## src/rtl/elp_pkg.sv

```systemverilog
// ----------------------------------------------------------------------------
// elp_pkg
// Shared types and constants of the edge-list text parser.
// ----------------------------------------------------------------------------
package elp_pkg;

  // Width of a vertex number; larger magnitudes are rejected.
  localparam int VERTEX_BITS = 32;

  // Depth of the queue between classifier and parser.
  localparam int QUEUE_DEPTH = 4;

  // Byte classes handed from the front end to the parser.
  typedef enum logic [3:0] {
    CLS_DIGIT,
    CLS_PLUS,
    CLS_MINUS,
    CLS_NEWLINE,
    CLS_BLANK,       // space or tab
    CLS_SPACE_CTRL,  // vertical tab, form feed, carriage return
    CLS_HASH,
    CLS_NUL,
    CLS_END,
    CLS_OTHER
  } cls_t;

  typedef struct packed {
    cls_t       cls;
    logic [3:0] digit;
  } token_t;

  typedef struct packed {
    logic   avail;
    token_t tok;
  } qhead_t;

  typedef enum logic [3:0] {
    PH_LINE_START,
    PH_SKIP,
    PH_SRC_PRE,
    PH_SRC_SIGN,
    PH_SRC_DIG,
    PH_TGT_PRE,
    PH_TGT_SIGN,
    PH_TGT_DIG,
    PH_HALT
  } phase_t;

  typedef enum logic [1:0] {
    KIND_EDGE       = 2'd0,
    KIND_BAD_SOURCE = 2'd1,
    KIND_BAD_TARGET = 2'd2,
    KIND_SUMMARY    = 2'd3
  } kind_t;

endpackage

```

## src/rtl/elp_front.sv

```systemverilog
// ----------------------------------------------------------------------------
// elp_front
// Input handshake and byte classification into queue words.
// ----------------------------------------------------------------------------
module elp_front (
  input  logic            byte_valid,
  input  logic [7:0]      ch,
  input  logic            stream_end,
  input  logic            q_full,
  output logic            byte_stall,
  output logic            push,
  output elp_pkg::token_t tok
);

  localparam logic [7:0] CH_NUL    = 8'h00;
  localparam logic [7:0] CH_TAB    = 8'h09;
  localparam logic [7:0] CH_LF     = 8'h0A;
  localparam logic [7:0] CH_VT     = 8'h0B;
  localparam logic [7:0] CH_FF     = 8'h0C;
  localparam logic [7:0] CH_CR     = 8'h0D;
  localparam logic [7:0] CH_SPACE  = 8'h20;
  localparam logic [7:0] CH_HASH   = 8'h23;
  localparam logic [7:0] CH_PLUS   = 8'h2B;
  localparam logic [7:0] CH_MINUS  = 8'h2D;
  localparam logic [7:0] CH_DIGIT0 = 8'h30;
  localparam logic [7:0] CH_DIGIT9 = 8'h39;

  assign byte_stall = q_full;
  assign push       = byte_valid && !q_full;

  always_comb begin
    tok.digit = 4'(ch - CH_DIGIT0);
    if (stream_end) begin
      tok.cls = elp_pkg::CLS_END;
    end else begin
      unique case (ch) inside
        [CH_DIGIT0:CH_DIGIT9]:   tok.cls = elp_pkg::CLS_DIGIT;
        CH_PLUS:                 tok.cls = elp_pkg::CLS_PLUS;
        CH_MINUS:                tok.cls = elp_pkg::CLS_MINUS;
        CH_LF:                   tok.cls = elp_pkg::CLS_NEWLINE;
        CH_SPACE, CH_TAB:        tok.cls = elp_pkg::CLS_BLANK;
        CH_VT, CH_FF, CH_CR:     tok.cls = elp_pkg::CLS_SPACE_CTRL;
        CH_HASH:                 tok.cls = elp_pkg::CLS_HASH;
        CH_NUL:                  tok.cls = elp_pkg::CLS_NUL;
        default:                 tok.cls = elp_pkg::CLS_OTHER;
      endcase
    end
  end

endmodule

```

## src/rtl/elp_queue.sv

```systemverilog
// ----------------------------------------------------------------------------
// elp_queue
// Short word queue that decouples the classifier from the parser.
// ----------------------------------------------------------------------------
module elp_queue (
  input  logic            clk,
  input  logic            rst,
  input  logic            push,
  input  elp_pkg::token_t wr_tok,
  input  logic            pop,
  output logic            full,
  output elp_pkg::qhead_t head
);

  localparam int PTR_BITS   = (elp_pkg::QUEUE_DEPTH > 1) ? $clog2(elp_pkg::QUEUE_DEPTH) : 1;
  localparam int COUNT_BITS = $clog2(elp_pkg::QUEUE_DEPTH + 1);
  localparam logic [PTR_BITS-1:0]   LAST_SLOT = PTR_BITS'(elp_pkg::QUEUE_DEPTH - 1);
  localparam logic [COUNT_BITS-1:0] FULL_CNT  = COUNT_BITS'(elp_pkg::QUEUE_DEPTH);

  elp_pkg::token_t        entries [elp_pkg::QUEUE_DEPTH];
  logic [PTR_BITS-1:0]    wr_ptr;
  logic [PTR_BITS-1:0]    rd_ptr;
  logic [COUNT_BITS-1:0]  count;

  assign full       = (count == FULL_CNT);
  assign head.avail = (count != '0);
  assign head.tok   = entries[rd_ptr];

  always_ff @(posedge clk) begin
    if (push) begin
      entries[wr_ptr] <= wr_tok;
    end
  end

  always_ff @(posedge clk) begin
    if (rst) begin
      wr_ptr <= '0;
      rd_ptr <= '0;
      count  <= '0;
    end else begin
      if (push) begin
        wr_ptr <= (wr_ptr == LAST_SLOT) ? '0 : wr_ptr + PTR_BITS'(1);
      end
      if (pop) begin
        rd_ptr <= (rd_ptr == LAST_SLOT) ? '0 : rd_ptr + PTR_BITS'(1);
      end
      case ({push, pop})
        2'b10:   count <= count + COUNT_BITS'(1);
        2'b01:   count <= count - COUNT_BITS'(1);
        default: count <= count;
      endcase
    end
  end

endmodule

```

## src/rtl/elp_back.sv

```systemverilog
// ----------------------------------------------------------------------------
// elp_back
// Line parser: phase machine, decimal accumulator, edge count, result register.
// ----------------------------------------------------------------------------
module elp_back (
  input  logic            clk,
  input  logic            rst,
  input  elp_pkg::qhead_t head,
  output logic            pop,
  input  logic            result_stall,
  output logic            result_valid,
  output logic [1:0]      kind,
  output logic [31:0]     source_vertex,
  output logic [31:0]     target_vertex,
  output logic [63:0]     edge_number,
  output logic            last_of_run
);

  localparam int VB       = elp_pkg::VERTEX_BITS;
  localparam int MAC_BITS = VB + 4;

  elp_pkg::phase_t phase, phase_next;
  logic [VB-1:0]   acc;
  logic            too_large;
  logic            minus_seen;
  logic [VB-1:0]   held_source;
  logic [63:0]     edge_total;

  elp_pkg::cls_t   cls;
  logic            fire;
  logic            num_ok;
  logic [MAC_BITS-1:0] mac_wide;
  logic            mac_over;
  logic [63:0]     total_inc;

  logic            emit;
  elp_pkg::kind_t  emit_kind;
  logic            emit_last;
  logic            hold_tok;
  logic            do_mac;
  logic            set_sign;
  logic            do_clear;
  logic            load_src;
  logic            count_edge;

  assign cls       = head.tok.cls;
  assign fire      = head.avail && (!result_valid || !result_stall);
  assign pop       = fire && !hold_tok;
  assign num_ok    = !too_large && !(minus_seen && (acc != '0));
  assign mac_wide  = ({4'b0, acc} << 3) + ({4'b0, acc} << 1) + MAC_BITS'(head.tok.digit);
  assign mac_over  = (mac_wide[MAC_BITS-1:VB] != '0);
  assign total_inc = edge_total + 64'd1;

  // Next phase.
  always_comb begin
    phase_next = phase;
    unique case (phase)
      elp_pkg::PH_LINE_START: begin
        unique case (cls) inside
          elp_pkg::CLS_DIGIT:                      phase_next = elp_pkg::PH_SRC_DIG;
          elp_pkg::CLS_PLUS, elp_pkg::CLS_MINUS:   phase_next = elp_pkg::PH_SRC_SIGN;
          elp_pkg::CLS_SPACE_CTRL:                 phase_next = elp_pkg::PH_SRC_PRE;
          elp_pkg::CLS_HASH, elp_pkg::CLS_NUL:     phase_next = elp_pkg::PH_SKIP;
          elp_pkg::CLS_BLANK, elp_pkg::CLS_NEWLINE: phase_next = elp_pkg::PH_LINE_START;
          default:                                 phase_next = elp_pkg::PH_HALT;
        endcase
      end
      elp_pkg::PH_SKIP: begin
        unique case (cls) inside
          elp_pkg::CLS_NEWLINE: phase_next = elp_pkg::PH_LINE_START;
          elp_pkg::CLS_END:     phase_next = elp_pkg::PH_HALT;
          default:              phase_next = elp_pkg::PH_SKIP;
        endcase
      end
      elp_pkg::PH_SRC_PRE, elp_pkg::PH_TGT_PRE: begin
        unique case (cls) inside
          elp_pkg::CLS_DIGIT:
            phase_next = (phase == elp_pkg::PH_SRC_PRE) ? elp_pkg::PH_SRC_DIG
                                                         : elp_pkg::PH_TGT_DIG;
          elp_pkg::CLS_PLUS, elp_pkg::CLS_MINUS:
            phase_next = (phase == elp_pkg::PH_SRC_PRE) ? elp_pkg::PH_SRC_SIGN
                                                         : elp_pkg::PH_TGT_SIGN;
          elp_pkg::CLS_BLANK, elp_pkg::CLS_SPACE_CTRL:
            phase_next = phase;
          default:
            phase_next = elp_pkg::PH_HALT;
        endcase
      end
      elp_pkg::PH_SRC_SIGN, elp_pkg::PH_TGT_SIGN: begin
        if (cls == elp_pkg::CLS_DIGIT) begin
          phase_next = (phase == elp_pkg::PH_SRC_SIGN) ? elp_pkg::PH_SRC_DIG
                                                        : elp_pkg::PH_TGT_DIG;
        end else begin
          phase_next = elp_pkg::PH_HALT;
        end
      end
      elp_pkg::PH_SRC_DIG: begin
        if (cls == elp_pkg::CLS_DIGIT) begin
          phase_next = elp_pkg::PH_SRC_DIG;
        end else if (!num_ok) begin
          phase_next = elp_pkg::PH_HALT;
        end else begin
          unique case (cls) inside
            elp_pkg::CLS_BLANK, elp_pkg::CLS_SPACE_CTRL: phase_next = elp_pkg::PH_TGT_PRE;
            elp_pkg::CLS_PLUS, elp_pkg::CLS_MINUS:       phase_next = elp_pkg::PH_TGT_SIGN;
            default:                                     phase_next = elp_pkg::PH_HALT;
          endcase
        end
      end
      elp_pkg::PH_TGT_DIG: begin
        if (cls == elp_pkg::CLS_DIGIT) begin
          phase_next = elp_pkg::PH_TGT_DIG;
        end else if (!num_ok) begin
          phase_next = elp_pkg::PH_HALT;
        end else if (cls == elp_pkg::CLS_NEWLINE) begin
          phase_next = elp_pkg::PH_LINE_START;
        end else begin
          phase_next = elp_pkg::PH_SKIP;
        end
      end
      default: phase_next = elp_pkg::PH_HALT;
    endcase
  end

  // Actions and results for the word at the queue head.
  always_comb begin
    emit       = 1'b0;
    emit_kind  = elp_pkg::KIND_EDGE;
    emit_last  = 1'b1;
    hold_tok   = 1'b0;
    do_mac     = 1'b0;
    set_sign   = 1'b0;
    do_clear   = 1'b0;
    load_src   = 1'b0;
    count_edge = 1'b0;
    unique case (phase)
      elp_pkg::PH_LINE_START: begin
        unique case (cls) inside
          elp_pkg::CLS_DIGIT:                    do_mac   = 1'b1;
          elp_pkg::CLS_PLUS, elp_pkg::CLS_MINUS: set_sign = 1'b1;
          elp_pkg::CLS_END: begin
            emit      = 1'b1;
            emit_kind = elp_pkg::KIND_SUMMARY;
          end
          elp_pkg::CLS_OTHER: begin
            emit      = 1'b1;
            emit_kind = elp_pkg::KIND_BAD_SOURCE;
          end
          default: ;
        endcase
      end
      elp_pkg::PH_SKIP: begin
        if (cls == elp_pkg::CLS_END) begin
          emit      = 1'b1;
          emit_kind = elp_pkg::KIND_SUMMARY;
        end
      end
      elp_pkg::PH_SRC_PRE, elp_pkg::PH_TGT_PRE: begin
        unique case (cls) inside
          elp_pkg::CLS_DIGIT:                          do_mac   = 1'b1;
          elp_pkg::CLS_PLUS, elp_pkg::CLS_MINUS:       set_sign = 1'b1;
          elp_pkg::CLS_BLANK, elp_pkg::CLS_SPACE_CTRL: ;
          default: begin
            emit      = 1'b1;
            emit_kind = (phase == elp_pkg::PH_SRC_PRE) ? elp_pkg::KIND_BAD_SOURCE
                                                        : elp_pkg::KIND_BAD_TARGET;
          end
        endcase
      end
      elp_pkg::PH_SRC_SIGN, elp_pkg::PH_TGT_SIGN: begin
        if (cls == elp_pkg::CLS_DIGIT) begin
          do_mac = 1'b1;
        end else begin
          emit      = 1'b1;
          emit_kind = (phase == elp_pkg::PH_SRC_SIGN) ? elp_pkg::KIND_BAD_SOURCE
                                                       : elp_pkg::KIND_BAD_TARGET;
        end
      end
      elp_pkg::PH_SRC_DIG: begin
        if (cls == elp_pkg::CLS_DIGIT) begin
          do_mac = 1'b1;
        end else if (!num_ok) begin
          emit      = 1'b1;
          emit_kind = elp_pkg::KIND_BAD_SOURCE;
        end else begin
          load_src = 1'b1;
          do_clear = 1'b1;
          unique case (cls) inside
            elp_pkg::CLS_BLANK, elp_pkg::CLS_SPACE_CTRL: ;
            elp_pkg::CLS_PLUS, elp_pkg::CLS_MINUS:       set_sign = 1'b1;
            default: begin
              emit      = 1'b1;
              emit_kind = elp_pkg::KIND_BAD_TARGET;
            end
          endcase
        end
      end
      elp_pkg::PH_TGT_DIG: begin
        if (cls == elp_pkg::CLS_DIGIT) begin
          do_mac = 1'b1;
        end else if (!num_ok) begin
          emit      = 1'b1;
          emit_kind = elp_pkg::KIND_BAD_TARGET;
        end else begin
          emit       = 1'b1;
          emit_kind  = elp_pkg::KIND_EDGE;
          count_edge = 1'b1;
          do_clear   = 1'b1;
          // End marker right after a target: edge now, summary on replay.
          if (cls == elp_pkg::CLS_END) begin
            emit_last = 1'b0;
            hold_tok  = 1'b1;
          end
        end
      end
      default: ;
    endcase
  end

  always_ff @(posedge clk) begin
    if (rst) begin
      phase       <= elp_pkg::PH_LINE_START;
      acc         <= '0;
      too_large   <= 1'b0;
      minus_seen  <= 1'b0;
      held_source <= '0;
      edge_total  <= '0;
    end else if (fire) begin
      phase <= phase_next;
      if (do_clear) begin
        acc       <= '0;
        too_large <= 1'b0;
      end else if (do_mac && !too_large) begin
        if (mac_over) begin
          too_large <= 1'b1;
        end else begin
          acc <= mac_wide[VB-1:0];
        end
      end
      if (set_sign) begin
        minus_seen <= (cls == elp_pkg::CLS_MINUS);
      end else if (do_clear) begin
        minus_seen <= 1'b0;
      end
      if (load_src) begin
        held_source <= acc;
      end
      if (count_edge) begin
        edge_total <= total_inc;
      end
    end
  end

  always_ff @(posedge clk) begin
    if (rst) begin
      result_valid <= 1'b0;
    end else if (fire && emit) begin
      result_valid <= 1'b1;
    end else if (!result_stall) begin
      result_valid <= 1'b0;
    end
  end

  always_ff @(posedge clk) begin
    if (fire && emit) begin
      kind          <= emit_kind;
      last_of_run   <= emit_last;
      source_vertex <= (emit_kind == elp_pkg::KIND_EDGE) ? 32'(held_source) : '0;
      target_vertex <= (emit_kind == elp_pkg::KIND_EDGE) ? 32'(acc) : '0;
      edge_number   <= (emit_kind == elp_pkg::KIND_SUMMARY) ? edge_total : total_inc;
    end
  end

endmodule

```

## src/rtl/edge_list_text_parser.sv

```systemverilog
// ----------------------------------------------------------------------------
// edge_list_text_parser
// Turns an edge-list text stream, one byte per word, into binary edges.
//
// Each line "<source> <target> ..." yields one edge result carrying both
// vertex numbers and the running edge count; leading spaces and tabs are
// skipped, empty lines and '#'- or NUL-led lines are dropped, and the rest
// of a line after the target is ignored. A missing, over-range or negative
// nonzero number yields one error result (edge count plus one) and the
// block then swallows every further word without output until reset. A word
// with stream_end set completes a pending target and gives a summary with
// the total (a line cut short before its target gives an error instead);
// after it the block is likewise silent until reset. The input takes one
// word per clock while the queue is not full: a classifier writes a
// four-word queue, and the parser drains one queued word per clock into a
// single result register, so the sustained rate is one word per cycle
// whenever results are taken as fast as they appear. The one exception is
// an end marker right after a complete target, which the parser handles
// twice (edge, then summary). byte_stall rises only when the queue is full.
// ----------------------------------------------------------------------------
module edge_list_text_parser (
  input  logic        clk,
  input  logic        rst,
  input  logic        byte_valid,
  output logic        byte_stall,
  input  logic [7:0]  ch,
  input  logic        stream_end,
  output logic        result_valid,
  input  logic        result_stall,
  output logic [1:0]  kind,
  output logic [31:0] source_vertex,
  output logic [31:0] target_vertex,
  output logic [63:0] edge_number,
  output logic        last_of_run
);

  // Front end to queue
  logic            q_push;
  logic            q_full;
  elp_pkg::token_t q_wr_tok;

  // Queue to parser
  elp_pkg::qhead_t q_head;
  logic            q_pop;

  // Classify the incoming byte; stall only on a full queue.
  elp_front u_front (
    .byte_valid (byte_valid),
    .ch         (ch),
    .stream_end (stream_end),
    .q_full     (q_full),
    .byte_stall (byte_stall),
    .push       (q_push),
    .tok        (q_wr_tok)
  );

  // Hold classified words until the parser is free.
  elp_queue u_queue (
    .clk    (clk),
    .rst    (rst),
    .push   (q_push),
    .wr_tok (q_wr_tok),
    .pop    (q_pop),
    .full   (q_full),
    .head   (q_head)
  );

  // Parse one word per cycle unless results stall; drive the result port.
  elp_back u_back (
    .clk           (clk),
    .rst           (rst),
    .head          (q_head),
    .pop           (q_pop),
    .result_stall  (result_stall),
    .result_valid  (result_valid),
    .kind          (kind),
    .source_vertex (source_vertex),
    .target_vertex (target_vertex),
    .edge_number   (edge_number),
    .last_of_run   (last_of_run)
  );

endmodule

```

## config.mk

```make
export PLATFORM = sky130hd
export DESIGN_NAME = edge_list_text_parser
export DESIGN_NICKNAME = d
export VERILOG_FILES = /design/src/rtl/elp_pkg.sv /design/src/rtl/elp_front.sv /design/src/rtl/elp_queue.sv /design/src/rtl/elp_back.sv /design/src/rtl/edge_list_text_parser.sv
export SDC_FILE = /design/constraint.sdc
export NUM_CORES = 1
export LEC_CHECK = 0
export BUFFER_PORTS_ARGS = -buffer_cell sky130_fd_sc_hd__clkbuf_2
export CELL_PAD_IN_SITES_DETAIL_PLACEMENT = 0
export CELL_PAD_IN_SITES_GLOBAL_PLACEMENT = 1
export CORE_ASPECT_RATIO = 1.2
export CORE_MARGIN = 3
export CORE_UTILIZATION = 48
export CTS_BUF_LIST = sky130_fd_sc_hd__clkbuf_8
export CTS_CLUSTER_DIAMETER = 40
export DETAILED_ROUTE_END_ITERATION = 16
export PLACE_DENSITY_LB_ADDON = 0.15
export SYNTH_ARGS = -nofsm -noshare
export SYNTH_HDL_FRONTEND = slang
export SYNTH_SLANG_ARGS = --single-unit
```

## constraint.sdc

```tcl
create_clock -name clk -period 5.1 [get_ports clk]
set_clock_uncertainty 0.05 [all_clocks]
set_input_delay 1.02 -clock clk [delete_from_list [all_inputs] [get_ports clk]]
set_output_delay 1.02 -clock clk [all_outputs]
set_load 0.02 [all_outputs]
```

# --- Yosys cells after proc, flatten, opt, wreduce, memory -nomap -nowiden ---
# Memory sizes are Yosys's and may differ from the RTL's. A register that Yosys moved wholly into a read port is not among the register bits.
# Index checks and enable logic that the tools add are counted.
word_totals:
  register_bits: 273
  ram_bits: 32
  input_bits: 13
  out_inout_bits: 133
  elab_cells: 179
  n_memories: 1
classes:
  add_sub_neg: 8
  magnitude_cmp: 2
  eq_ne: 34
  n_mux: 69
  bitwise: 2
  reduce_logical: 48
memory_table:
  columns: ["name", "depth", "word_bits", "rd", "rd_clocked_by_memory_dff", "write_ports", "line_no", "source"]
  rows:
  - ["u_queue.entries", 4, 8, 1, 1, 1, "elp_queue.sv:20", "elp_pkg::token_t entries [elp_pkg::QUEUE_DEPTH];"]
ops:
  columns: ["op", "count"]
  rows:
  - ["2-to-1 mux 32 bit", 3]
  - ["adder 64 x 1 -> 64 bit (second input constant)", 1]
  - ["2-to-1 mux 64 bit", 1]
  - ["equality test 8 x 4 -> 1 bit (second input constant)", 5]
  - ["adder 35 x 33 -> 36 bit", 1]
  - ["adder 36 x 4 -> 36 bit", 1]
  - ["equality test 4 x 3 -> 1 bit (second input constant)", 8]
  - ["equality test 8 x 6 -> 1 bit (second input constant)", 4]
  - ["2-to-1 mux 2 bit", 16]
  - ["case mux 4 bit (8 select lines)", 1]
  - ["nonzero test 32 bit", 1]
  - ["2-to-1 mux 1 bit", 31]
  - ["2-to-1 mux 4 bit", 6]
  - ["case mux 4 bit (6 select lines)", 1]
  - ["case mux 4 bit (5 select lines)", 1]
  - ["OR reduction 2 bit", 9]
  - ["equality test 4 x 2 -> 1 bit (second input constant)", 4]
  - ["case mux 4 bit (2 select lines)", 2]
  - ["case mux 2 bit (6 select lines)", 1]
  - ["case mux 4 bit (3 select lines)", 1]
  - ["OR reduction 3 bit", 4]
  - ["equality test 2 bit (second input constant)", 4]
  - ["equality test 4 x 1 -> 1 bit (second input constant)", 2]
  - ["equality test 4 bit (second input constant)", 2]
  - ["other kinds (30)", 53]

# --- Depth between registers and ports, before layout ---
# Gate-level depths: netlist (run 1).
depth:
  ltp_word: 11
  mapped_depth: 16
  ltp_nobuf: 13

# --- Cells and area by module ---
# From an unflattened synthesis (run 1), not the netlist that was laid out.
hier_totals:
  cells_unflattened: 1528
  hier_area_um2: 15402.3
modules_own_cells:
  columns: ["mod", "instances", "cells_each", "area_per_inst_um2", "seq_area_each_um2"]
  rows:
  - ["elp_back", 1, 1392, 13477.9, 6636.4]
  - ["elp_queue", 1, 86, 1597.8, 1141.1]
  - ["elp_front", 1, 50, 326.6, 0.0]

# --- Worst setup path after synthesis (run 1) ---
# OpenSTA, ideal clock, no wires.
synth_timing:
  path_type: "reg2reg"
  start: "register (tool-made name)"
  end: "register u_back.edge_number[0] (enable)"
  setup_ps: 484
  arrival_ps: 4207
  required_time_ps: 4566
  path_slack_ps: 359
  path_stages_with_launch: 9
  path_buffers: 2
  synth_period_minus_slack_ps: 4741
  cell_sequence: "dfxtp_1 -> buf_6 -> mux4_2 -> clkbuf_1 -> nor4_1 -> nand2_1 -> o21ai_0 -> o31ai_1 -> inv_1"
synth_rtl:
  columns: ["element", "line_no", "source"]
  rows:
  - ["to (signal assigned)", "elp_back.sv:270", "edge_number <= (emit_kind == elp_pkg::KIND_SUMMARY) ? edge_total : total_inc;"]
  - ["to (decl)", "elp_back.sv:15", "output logic [63:0] edge_number,"]

==> impl_metrics.json, run 1 <==
{
  "status": "finished clean",
  "dr.pass1.iters": 5,
  "final_common_cell": "nand2_1",
  "synth_top_family_by_area": "simple AND/OR/NAND/NOR gates",
  "post_synth.cell_area_avg_um2": 9.860,
  "synth-simple-area-share": 0.2008,
  "synthesis.area_um2": 15790,
  "clockRootBuffer": "clkbuf_8",
  "synth-async-reset-ratio": 0,
  "synthMuxAreaShare": 0.03075,
  "tns_ps": 0,
  "crit_end": "u_back.acc[11]",
  "grt-ovfl-total": 0,
  "setup_viol": 0,
  "cts_buffers": 52,
  "power.density_nw_per_um2": 374.3,
  "grt_max_degree": 64,
  "yosys_warnings": 0,
  "critPathKind": "register to register",
  "total_power_mw": 6.667,
  "grt_setup_unrepaired": "false",
  "critPathArrivalTime_ps": 4950,
  "post-route-min-period_ps": 4499,
  "place.gp.congestion": 0.8812,
  "synth_seq_cells": 307,
  "dieArea_um2": 35110,
  "max_cap_viol_count": 0,
  "worstSetupStartpointType": "register",
  "cts_setup_buffers": 0,
  "die_w_um": 171.6,
  "initialDrtViolationCount": 731,
  "ys_types": 76,
  "clk_latency_ps": 580,
  "synth_seq_area_share": 0.4927,
  "cts_max_path_buffers": 3,
  "post-place-ws_ps": 610.5,
  "critPathMaxFanout": 25,
  "grt_pass1_wl_um": 59330,
  "finalCritPeriodShare": 0.8823,
  "grt_pass1_vias": 11390,
  "dp_hpwl_um": 26880,
  "pin_count": 146,
  "postCtsHoldBufs": 0,
  "die_h_um": 204.7,
  "worst_ep_required_time_ps": 5560,
  "maxSlewHeadroom": 0.4350,
  "worstHoldPathType": "register to register",
  "cts_sinks": 307,
  "ff2ff_setup_slack_ps": 600,
  "endpoint_kind": "register",
  "synth_edf_count": 163,
  "synth_compound_area_frac": 0.1040,
  "track_usage": 0.2093,
  "synthToLayoutAreaGrowth_pct": 12.82,
  "nets": 1818,
  "ant_nets": 0,
  "routed_wl_um": 37080,
  "portBuffers": 145,
  "synth_nets": 1687,
  "synthFlopType": "edfxtp_1",
  "reg2reg_depth": 13,
  "via_count": 11890,
  "antenna_found_initial": 0,
  "clk_pin_slew_worst_paths_ps": 60,
  "cts_tree": "yes",
  "tightest_slew_ps": 847.5,
  "final.setup.worst_slack_ps": 600.5,
  "postSynthCellCount": 1601,
  "hold_viol": 0,
  "via_per_inst": 5.451,
  "core_area_um2": 32340,
  "drc_errors": 0,
  "ir_worst_vdd_mv": 0.2111,
  "rows": 72,
  "fmax_ghz": 0.2222,
  "synth_adder_area_share": 0.05929,
  "r2r_end": "u_back.acc[11]",
  "p_leak_nw": 6.936,
  "start_util": 0.4881,
  "wl_per_cell_um": 16.99,
  "layout-drive-gt1-share": 0.1538,
  "timing.final.max_slew_violations": 0,
  "antenna_cells": 0,
  "cts-resized-gates": 0,
  "final_cell_mix": "238 x nand2_1, 163 x edfxtp_1, 144 x dfxtp_1, 144 x clkbuf_2, 135 x nor2_1",
  "synthXorXnorAreaFrac": 0.07601,
  "htreeDepth": 2
}
## routing by layer
metal | share of wire | global-route usage | wire length [µm] | vias up
li1 | - | - | - | 5958
met1 | 0.45 | 0.2808 | 16800 | 5608
met2 | 0.47 | 0.3468 | 17610 | 263
met3 | 0.042 | 0.03088 | 1554 | 65
met4 | 0.030 | 0.07188 | 1122 | 0
met5 | 0 | 0 | 0 | -
## state kept, by name, indices dropped and copies added, names as in the netlist, 3 cells and up, named ones only
| name | flops |
|---|---|
| u_back.edge_number | 64 |
| u_back.edge_total | 64 |
| u_back.acc | 32 |
| u_back.held_source | 32 |
| u_back.source_vertex | 32 |
| u_back.target_vertex | 32 |
| u_queue.entries | 32 |
| u_back.phase | 4 |
| u_queue.count | 3 |
## layout make-up
type | instances | area [µm²]
fill | 2973 | 14530
sequential | 307 | 7777
multi-input combinational | 1165 | 7448
timing repair buffer | 163 | 875.8
clock buffer | 60 | 825.8
tap | 407 | 509.2
clock inverter | 37 | 210.2
inverter | 43 | 163.9
## cell families (layout without fill, tap and decap cells)
kind of cell / after synthesis / in the layout
fa+ha+maj: 73 / 73
mux: 36 / 36
buf+inv: 129 / 303
simple gates: 656 / 656
flops: 307 / 307
compound gates: 263 / 263
xor+xnor: 137 / 137
## stage by stage
step	cell area [µm²]	hold slack [ps]	instances	utilization
after global placement	16770	387.3	2085	0.5187
after detailed placement	16770	392.7	2085	0.5187
after floorplan	15790	381.7	1601	-
after CTS	17810	401.4	2182	0.5507
final	17810	398.8	2182	0.5507
after global routing	17810	421.8	2182	0.5507
## worst min path at each step
stage / end / depth (start not counted) / startpoint
after detailed placement: u_back.held_source[25] / 2 / u_back.held_source[25]
after floorplan: u_back.held_source[0] / 2 / u_back.held_source[0]
after CTS: u_back.held_source[11] / 2 / u_back.held_source[11]
final: u_back.held_source[26] / 2 / u_back.held_source[26]
after global placement: u_back.held_source[25] / 2 / u_back.held_source[25]
after global routing: u_back.held_source[6] / 2 / u_back.held_source[6]
## Yosys cell counts (7+ instances only)
cell type | number | area [µm²]
ha_1 | 70 | 875.8
o31ai_1 | 7 | 52.55
or3_1 | 25 | 156.4
xnor2_1 | 71 | 621.9
nor2_1 | 135 | 506.7
nand2_1 | 238 | 893.4
xor2_1 | 66 | 578.1
buf_6 | 9 | 101.4
and2_1 | 70 | 437.9
a21o_1 | 14 | 105.1
nor4_1 | 16 | 100.1
a21oi_1 | 105 | 525.5
o21ai_0 | 49 | 245.2
and3_1 | 11 | 68.82
o211ai_1 | 7 | 52.55
buf_2 | 9 | 45.04
nand2b_1 | 7 | 43.79
nor2b_1 | 7 | 43.79
inv_1 | 43 | 161.4
dfxtp_1 | 144 | 2883
nor3_1 | 42 | 210.2
nand3_1 | 39 | 195.2
mux2i_1 | 26 | 260.3
edfxtp_1 | 163 | 4895
nand4_1 | 35 | 219.0
o22ai_1 | 11 | 68.82
a31oi_1 | 8 | 50.05
clkbuf_1 | 62 | 232.7
## critical path, cell delays in order (launching register included)
cell,delay (ps)
dfxtp_1,460
mux4_1,580
inv_1,80
fa_1,450
fa_1,480
nor2b_1,170
o31ai_1,140
a21o_1,220
a2111oi_2,410
o31ai_1,170
a21boi_0,320
o2111a_1,270
buf_4,360
mux2i_1,230
## report_power, final
part / switching (mW) / internal, mW
Sequential: 0.142 / 2.92
Combinational: 1.03 / 0.433
Clock: 0.999 / 1.14
(Power assumes the default switching activity.)
==> inputs of run 2 (changes only) <==
Settings changed: ABC_AREA from default to 1, CORE_UTILIZATION 48 to 47.
==> run 2 against run 1 <==
  * Setup slack better by 150 ps
  * Global-route usage up 3.7 points
  * Power up 17%
  * Critical path type unchanged
  * Largest cell class is now multi-input gates
==> impl_metrics.json, run 2 <==
{
  "finalCritPeriodShare": 0.8537,
  "ant_nets": 0,
  "yosys_warnings": 0,
  "final.setup.worst_slack_ps": 746.2,
  "routed_wl_um": 48460,
  "portBuffers": 145,
  "synthToLayoutAreaGrowth_pct": 12.07,
  "critPathArrivalTime_ps": 4720,
  "tns_ps": 0,
  "crit_end": "u_back.acc[28]",
  "via_per_inst": 5.267,
  "setup_viol": 0,
  "synthTopCellsByArea": "edfxtp_1 29%, dfxtp_1 17%, nand2_1 9.3%",
  "via_count": 14450,
  "yosys-top-cells-count": "420 x nand2_1, 273 x inv_1, 207 x nor2_1",
  "place.gp.congestion": 0.9297,
  "grt_pass1_wl_um": 76590,
  "maxSlewHeadroom": 0.3071,
  "worstSetupStartpointType": "register",
  "timing.final.max_slew_violations": 0,
  "critPathKind": "register to register",
  "cp_common_cell": "nand2_1",
  "layout-drive-gt1-share": 0.1337,
  "critPathMaxFanout": 19,
  "cts_sinks": 307,
  "grt_setup_unrepaired": "false",
  "top_regs": "u_back.edge_number x64, u_back.edge_total x64",
  "post_synth.cell_area_avg_um2": 8.066,
  "post-route-min-period_ps": 4354,
  "max_cap_viol_count": 0,
  "grt_pass1_vias": 14150,
  "status": "finished clean",
  "p_leak_nw": 7.978,
  "synth_nets": 2189,
  "fmax_ghz": 0.2297,
  "final_common_cell": "nand2_1",
  "final_cell_mix": "419 x nand2_1, 287 x inv_1, 207 x nor2_1",
  "synth_seq_cells": 307,
  "critical_path.slowest_cell": "dfxtp_1",
  "synth_area_leader_cell": "edfxtp_1",
  "antenna_found_initial": 0,
  "pin_count": 146,
  "synth_edf_count": 163,
  "cts_max_path_buffers": 3,
  "track_usage": 0.2463,
  "clk_latency_ps": 580,
  "start_util": 0.4808,
  "synth_top_area_frac": 0.2885,
  "ff2ff_setup_slack_ps": 750,
  "cts_buffers": 50,
  "core_area_um2": 35280,
  "drc_errors": 0,
  "r2r_end": "u_back.acc[28]",
  "ys_types": 55,
  "synthFlopType": "edfxtp_1",
  "min-delay-start": "u_back.phase[2]",
  "rows": 75,
  "clockRootBuffer": "clkbuf_8",
  "synthesis.area_um2": 16960,
  "dp_hpwl_um": 36690,
  "cts-resized-gates": 0,
  "antenna_cells": 0,
  "reg2reg_depth": 22,
  "cp_cell_sequence": "inv_4, o21ai_0, o22ai_1, ha_1, ha_1, inv_1, fa_1, inv_1, nand2_1, nand2_1, nand3_1, nand2_1, nand2_1, nand2_1, nand2_1, nand3_1, nand2_1, nor2_1, nand3_1, buf_4, nand3_1, a21oi_1",
  "ir_worst_vdd_mv": 0.2440,
  "power.density_nw_per_um2": 409.9,
  "synth_most_common_cell": "nand2_1",
  "die_w_um": 179.4,
  "tightest_slew_ps": 1039,
  "htreeDepth": 2,
  "endpoint_kind": "register",
  "grt-ovfl-total": 0,
  "worstHoldPathType": "register to register",
  "grt_max_degree": 111,
  "postSynthCellCount": 2103,
  "cts_tree": "yes",
  "clk_pin_slew_worst_paths_ps": 60,
  "nets": 2326,
  "dr.pass1.iters": 5,
  "max_stage_delay_ps": 650,
  "post-place-ws_ps": 766.5,
  "cts_setup_buffers": 0,
  "wl_per_cell_um": 17.67,
  "postCtsHoldBufs": 0,
  "dieArea_um2": 38420,
  "die_h_um": 214.1,
  "synth-async-reset-ratio": 0,
  "hold_viol": 0,
  "initialDrtViolationCount": 1042,
  "synth_seq_area_share": 0.4585,
  "worst_ep_required_time_ps": 5460
}
==> run 2: changes by cell type after synthesis, sizes merged, moves of 65 or more <==
cell   before  now
inv        43  280
nand2     238  450
o21ai      51  152
nor2      136  213
and2       70    1
nor3       46  111
==> run 2: worst min path at each step <==
stage,endpoint,slack (ps),cells after the start
2_1_floorplan,u_back.minus_seen,400,2
3_5_place_dp,u_back.phase[2],440,2
3_3_place_gp,u_queue.count[2],430,2
4_1_cts,u_back.phase[2],440,2
5_1_grt,u_back.phase[2],480,2
6_report,u_back.phase[2],450,2
==> run 2: critical path, delay by kind of cell, from the launching register on <==
kind | cells | cell delay, ps
buffers and inverters | 4 | 750
DFF | 1 | 650
adders and majority gates | 3 | 870
and+or+nand+nor | 12 | 1490
AOI/OAI and AO/OA | 3 | 370
==> run 2: layer usage <==
| layer | track usage | share of wire | up-vias | wire length, µm |
|---|---|---|---|---|
| li1 | - | - | 7289 | - |
| met1 | 0.2984 | 0.42 | 6702 | 20150 |
| met2 | 0.4453 | 0.51 | 359 | 24590 |
| met3 | 0.03308 | 0.040 | 97 | 1947 |
| met4 | 0.09131 | 0.036 | 0 | 1761 |
| met5 | 0 | 0 | - | 0 |
==> run 2: kinds of logic (layout without fill, tap and decap cells) <==
family / Yosys count / count (layout) / synth area share
AO/OA/AOI/OAI: 352 / 352 / 0.1169
XOR/XNOR: 83 / 83 / 0.04285
adder cells (fa/ha/maj): 73 / 73 / 0.05517
buffers and inverters: 355 / 533 / 0.08379
flip-flops: 307 / 307 / 0.4585
AND/OR/NAND/NOR: 933 / 933 / 0.2428
==> run 2: where the power goes <==
group / total, mW / leakage, nW / switching [mW] / internal (mW)
clock network: 2.05 / 0.540 / 0.998 / 1.05
logic: 2.41 / 4.76 / 1.84 / 0.569
registers: 3.33 / 2.68 / 0.188 / 3.14
total: 7.79 / 7.98 / 3.03 / 4.77
==> run 2: cell type report <==
cell class | count | area, µm²
clock buffer | 52 | 715.7
multi-input combinational | 1441 | 7802
inverter | 281 | 1060
clock inverter | 41 | 235.2
fill | 3509 | 16270
tap | 462 | 578.1
timing repair buffer | 159 | 843.3
sequential | 307 | 7777
==> run 2: stage by stage <==
stage	std cells	util	hold WS, ps	area (µm²)	power, mW
after floorplan	2103	-	398.2	16960	5.116
after global placement	2650	0.5119	431.4	18060	5.799
after detailed placement	2650	0.5119	435.5	18060	5.820
after CTS	2743	0.5388	443.0	19010	7.887
after global routing	2743	0.5388	478.9	19010	8.252
final	2743	0.5388	445.3	19010	7.793
==> inputs of run 3 (changes only) <==
Settings changed: PLACE_DENSITY from default to 0.81, PLACE_DENSITY_LB_ADDON 0.15 to default.
==> run 3 against run 2 <==
  * Cell area rose by 0.61%
  * First-iteration DRC count fell by 5.7%
  * Combinational power is essentially flat
  * Sequential power hardly changed
  * Sequential share of layout area shrank 0.25 points
  * Non-clock buffer count decreased by 1
  * Critical path depth did not move
==> impl_metrics.json, run 3 (synthesis gave the netlist of run 2 again) <==
{
  "status": "finished clean",
  "initialDrtViolationCount": 983,
  "min-delay-start": "u_queue.count[2]",
  "cts_tree": "yes",
  "post-route-min-period_ps": 4164,
  "dp_cells": 2649,
  "power.density_nw_per_um2": 417.8,
  "htreeDepth": 2,
  "synthToLayoutAreaGrowth_pct": 12.76,
  "wl_per_cell_um": 17.42,
  "nets": 2325,
  "clockRootBuffer": "clkbuf_8",
  "holdPathEnd": "u_queue.count[2]",
  "grt-ovfl-total": 0,
  "pin_count": 146,
  "dp_hpwl_um": 35940,
  "clk_pin_slew_worst_paths_ps": 60,
  "cts-resized-gates": 0,
  "tightest_slew_ps": 1238,
  "clk_latency_ps": 600,
  "final_common_cell": "nand2_1",
  "critPathMaxFanout": 27,
  "num-fill-cells": 3484,
  "final_cell_area_um2": 19130,
  "reg2reg_depth": 22,
  "ff2ff_setup_slack_ps": 940,
  "cts_max_path_buffers": 3,
  "final_cell_mix": "419 x nand2_1, 283 x inv_1, 207 x nor2_1",
  "start_util": 0.4808,
  "routed_wl_um": 47790,
  "worst_ep_required_time_ps": 5550,
  "ant_nets": 0,
  "worstSetupStartpointType": "register",
  "dieArea_um2": 38420,
  "layout-drive-gt1-share": 0.1377,
  "via_per_inst": 5.252,
  "place.gp.congestion": 0.9983,
  "setup_viol": 0,
  "timing.final.max_slew_violations": 0,
  "die_h_um": 214.1,
  "track_usage": 0.2427,
  "grt_max_degree": 111,
  "core_area_um2": 35280,
  "via_count": 14410,
  "tns_ps": 0,
  "worstHoldPathType": "register to register",
  "hold_depth": 2,
  "placed_cell_area_um2": 18070,
  "endpoint_kind": "register",
  "max_cap_viol_count": 0,
  "grt_pass1_wl_um": 75690,
  "top_regs": "u_back.edge_number x64, u_back.edge_total x64",
  "grt_pass1_vias": 14030,
  "grt_setup_unrepaired": "false",
  "r2r_end": "u_back.acc[24]",
  "die_w_um": 179.4,
  "postCtsHoldBufs": 0,
  "maxSlewHeadroom": 0.1726,
  "stdcell_count": 2744,
  "finalCritPeriodShare": 0.8165,
  "total_power_mw": 7.992,
  "rows": 75,
  "cts_buffers": 50,
  "portBuffers": 145,
  "cts_sinks": 307,
  "multi_input_area_um2": 7802,
  "cts_setup_buffers": 0,
  "regArea_um2": 7777,
  "drc_errors": 0,
  "antenna_found_initial": 0,
  "holdWs_ps": 448.5,
  "p_leak_nw": 8.034,
  "ir_worst_vdd_mv": 0.2364,
  "dr.pass1.iters": 6,
  "critPathKind": "register to register",
  "critPathArrivalTime_ps": 4610,
  "fmax_ghz": 0.2401,
  "hold_viol": 0
}
## run 3: cell types whose count changed in the layout (fill, tap and decap cells not counted), moves of 2 or more
cell / before / now
buf_4: 13 / 11
clkinvlp_4: 2 / 0
bufinv_16: 2 / 5
clkinv_2: 5 / 10
inv_6: 1 / 5
inv_1: 287 / 283
clkinv_1: 14 / 9
## run 3: layer usage
metal  up-vias  wire (µm)  track usage
li1       7284          -            -
met1      6684      19690       0.2888
met2       353      24350       0.4414
met3        91       1895      0.03291
met4         0       1852      0.09698
met5         -          0            0
## run 3: worst max path at each step
| stage | to | slack, ps | cells after the start |
|---|---|---|---|
| 2_1_floorplan | u_back.edge_number[0] | 490 | 14 |
| 3_3_place_gp | u_back.acc[6] | 1140 | 20 |
| 3_5_place_dp | u_back.acc[6] | 930 | 22 |
| 4_1_cts | u_back.acc[6] | 920 | 22 |
| 5_1_grt | u_back.acc[17] | 530 | 22 |
| 6_report | u_back.acc[24] | 940 | 22 |
## run 3: power by group
group / total, mW / leakage [nW] / switching, mW / internal, mW
Sequential: 3.34 / 2.68 / 0.195 / 3.14
Clock: 2.24 / 0.594 / 1.02 / 1.23
Combinational: 2.41 / 4.76 / 1.84 / 0.577
## run 3: final cells by class
| type | count | area share |
|---|---|---|
| antenna | 1 | 0.0001308 |
| clock buffer | 52 | 0.03742 |
| clock inverter | 42 | 0.01799 |
| inverter | 281 | 0.05540 |
| multi-input combinational | 1441 | 0.4079 |
| sequential | 307 | 0.4066 |
| tap | 462 | 0.03022 |
| timing repair buffer | 158 | 0.04435 |
## run 3: per-stage QoR
step | util | setup WS (ps)
6_report | 0.5421 | 935.6
5_1_grt | 0.5421 | 532.1
4_1_cts | 0.5421 | 915.3
3_5_place_dp | 0.5120 | 931.4
3_3_place_gp | 0.5120 | 1144
2_1_floorplan | - | 487.0
## run 3: worst max-delay path: stages (launching register included)
cell	delay [ps]
dfxtp_1	660
inv_4	170
o21ai_0	190
o22ai_1	100
ha_1	290
ha_1	200
inv_1	70
fa_1	370
inv_1	100
nand2_1	70
nand2_1	80
nand3_1	90
nand2_1	160
nand2_1	70
nand2_1	120
nand2_1	90
nand3_1	80
nand2_1	60
nor2_1	110
nand2_1	180
nor2_8	480
nand2_2	90
a21oi_2	150
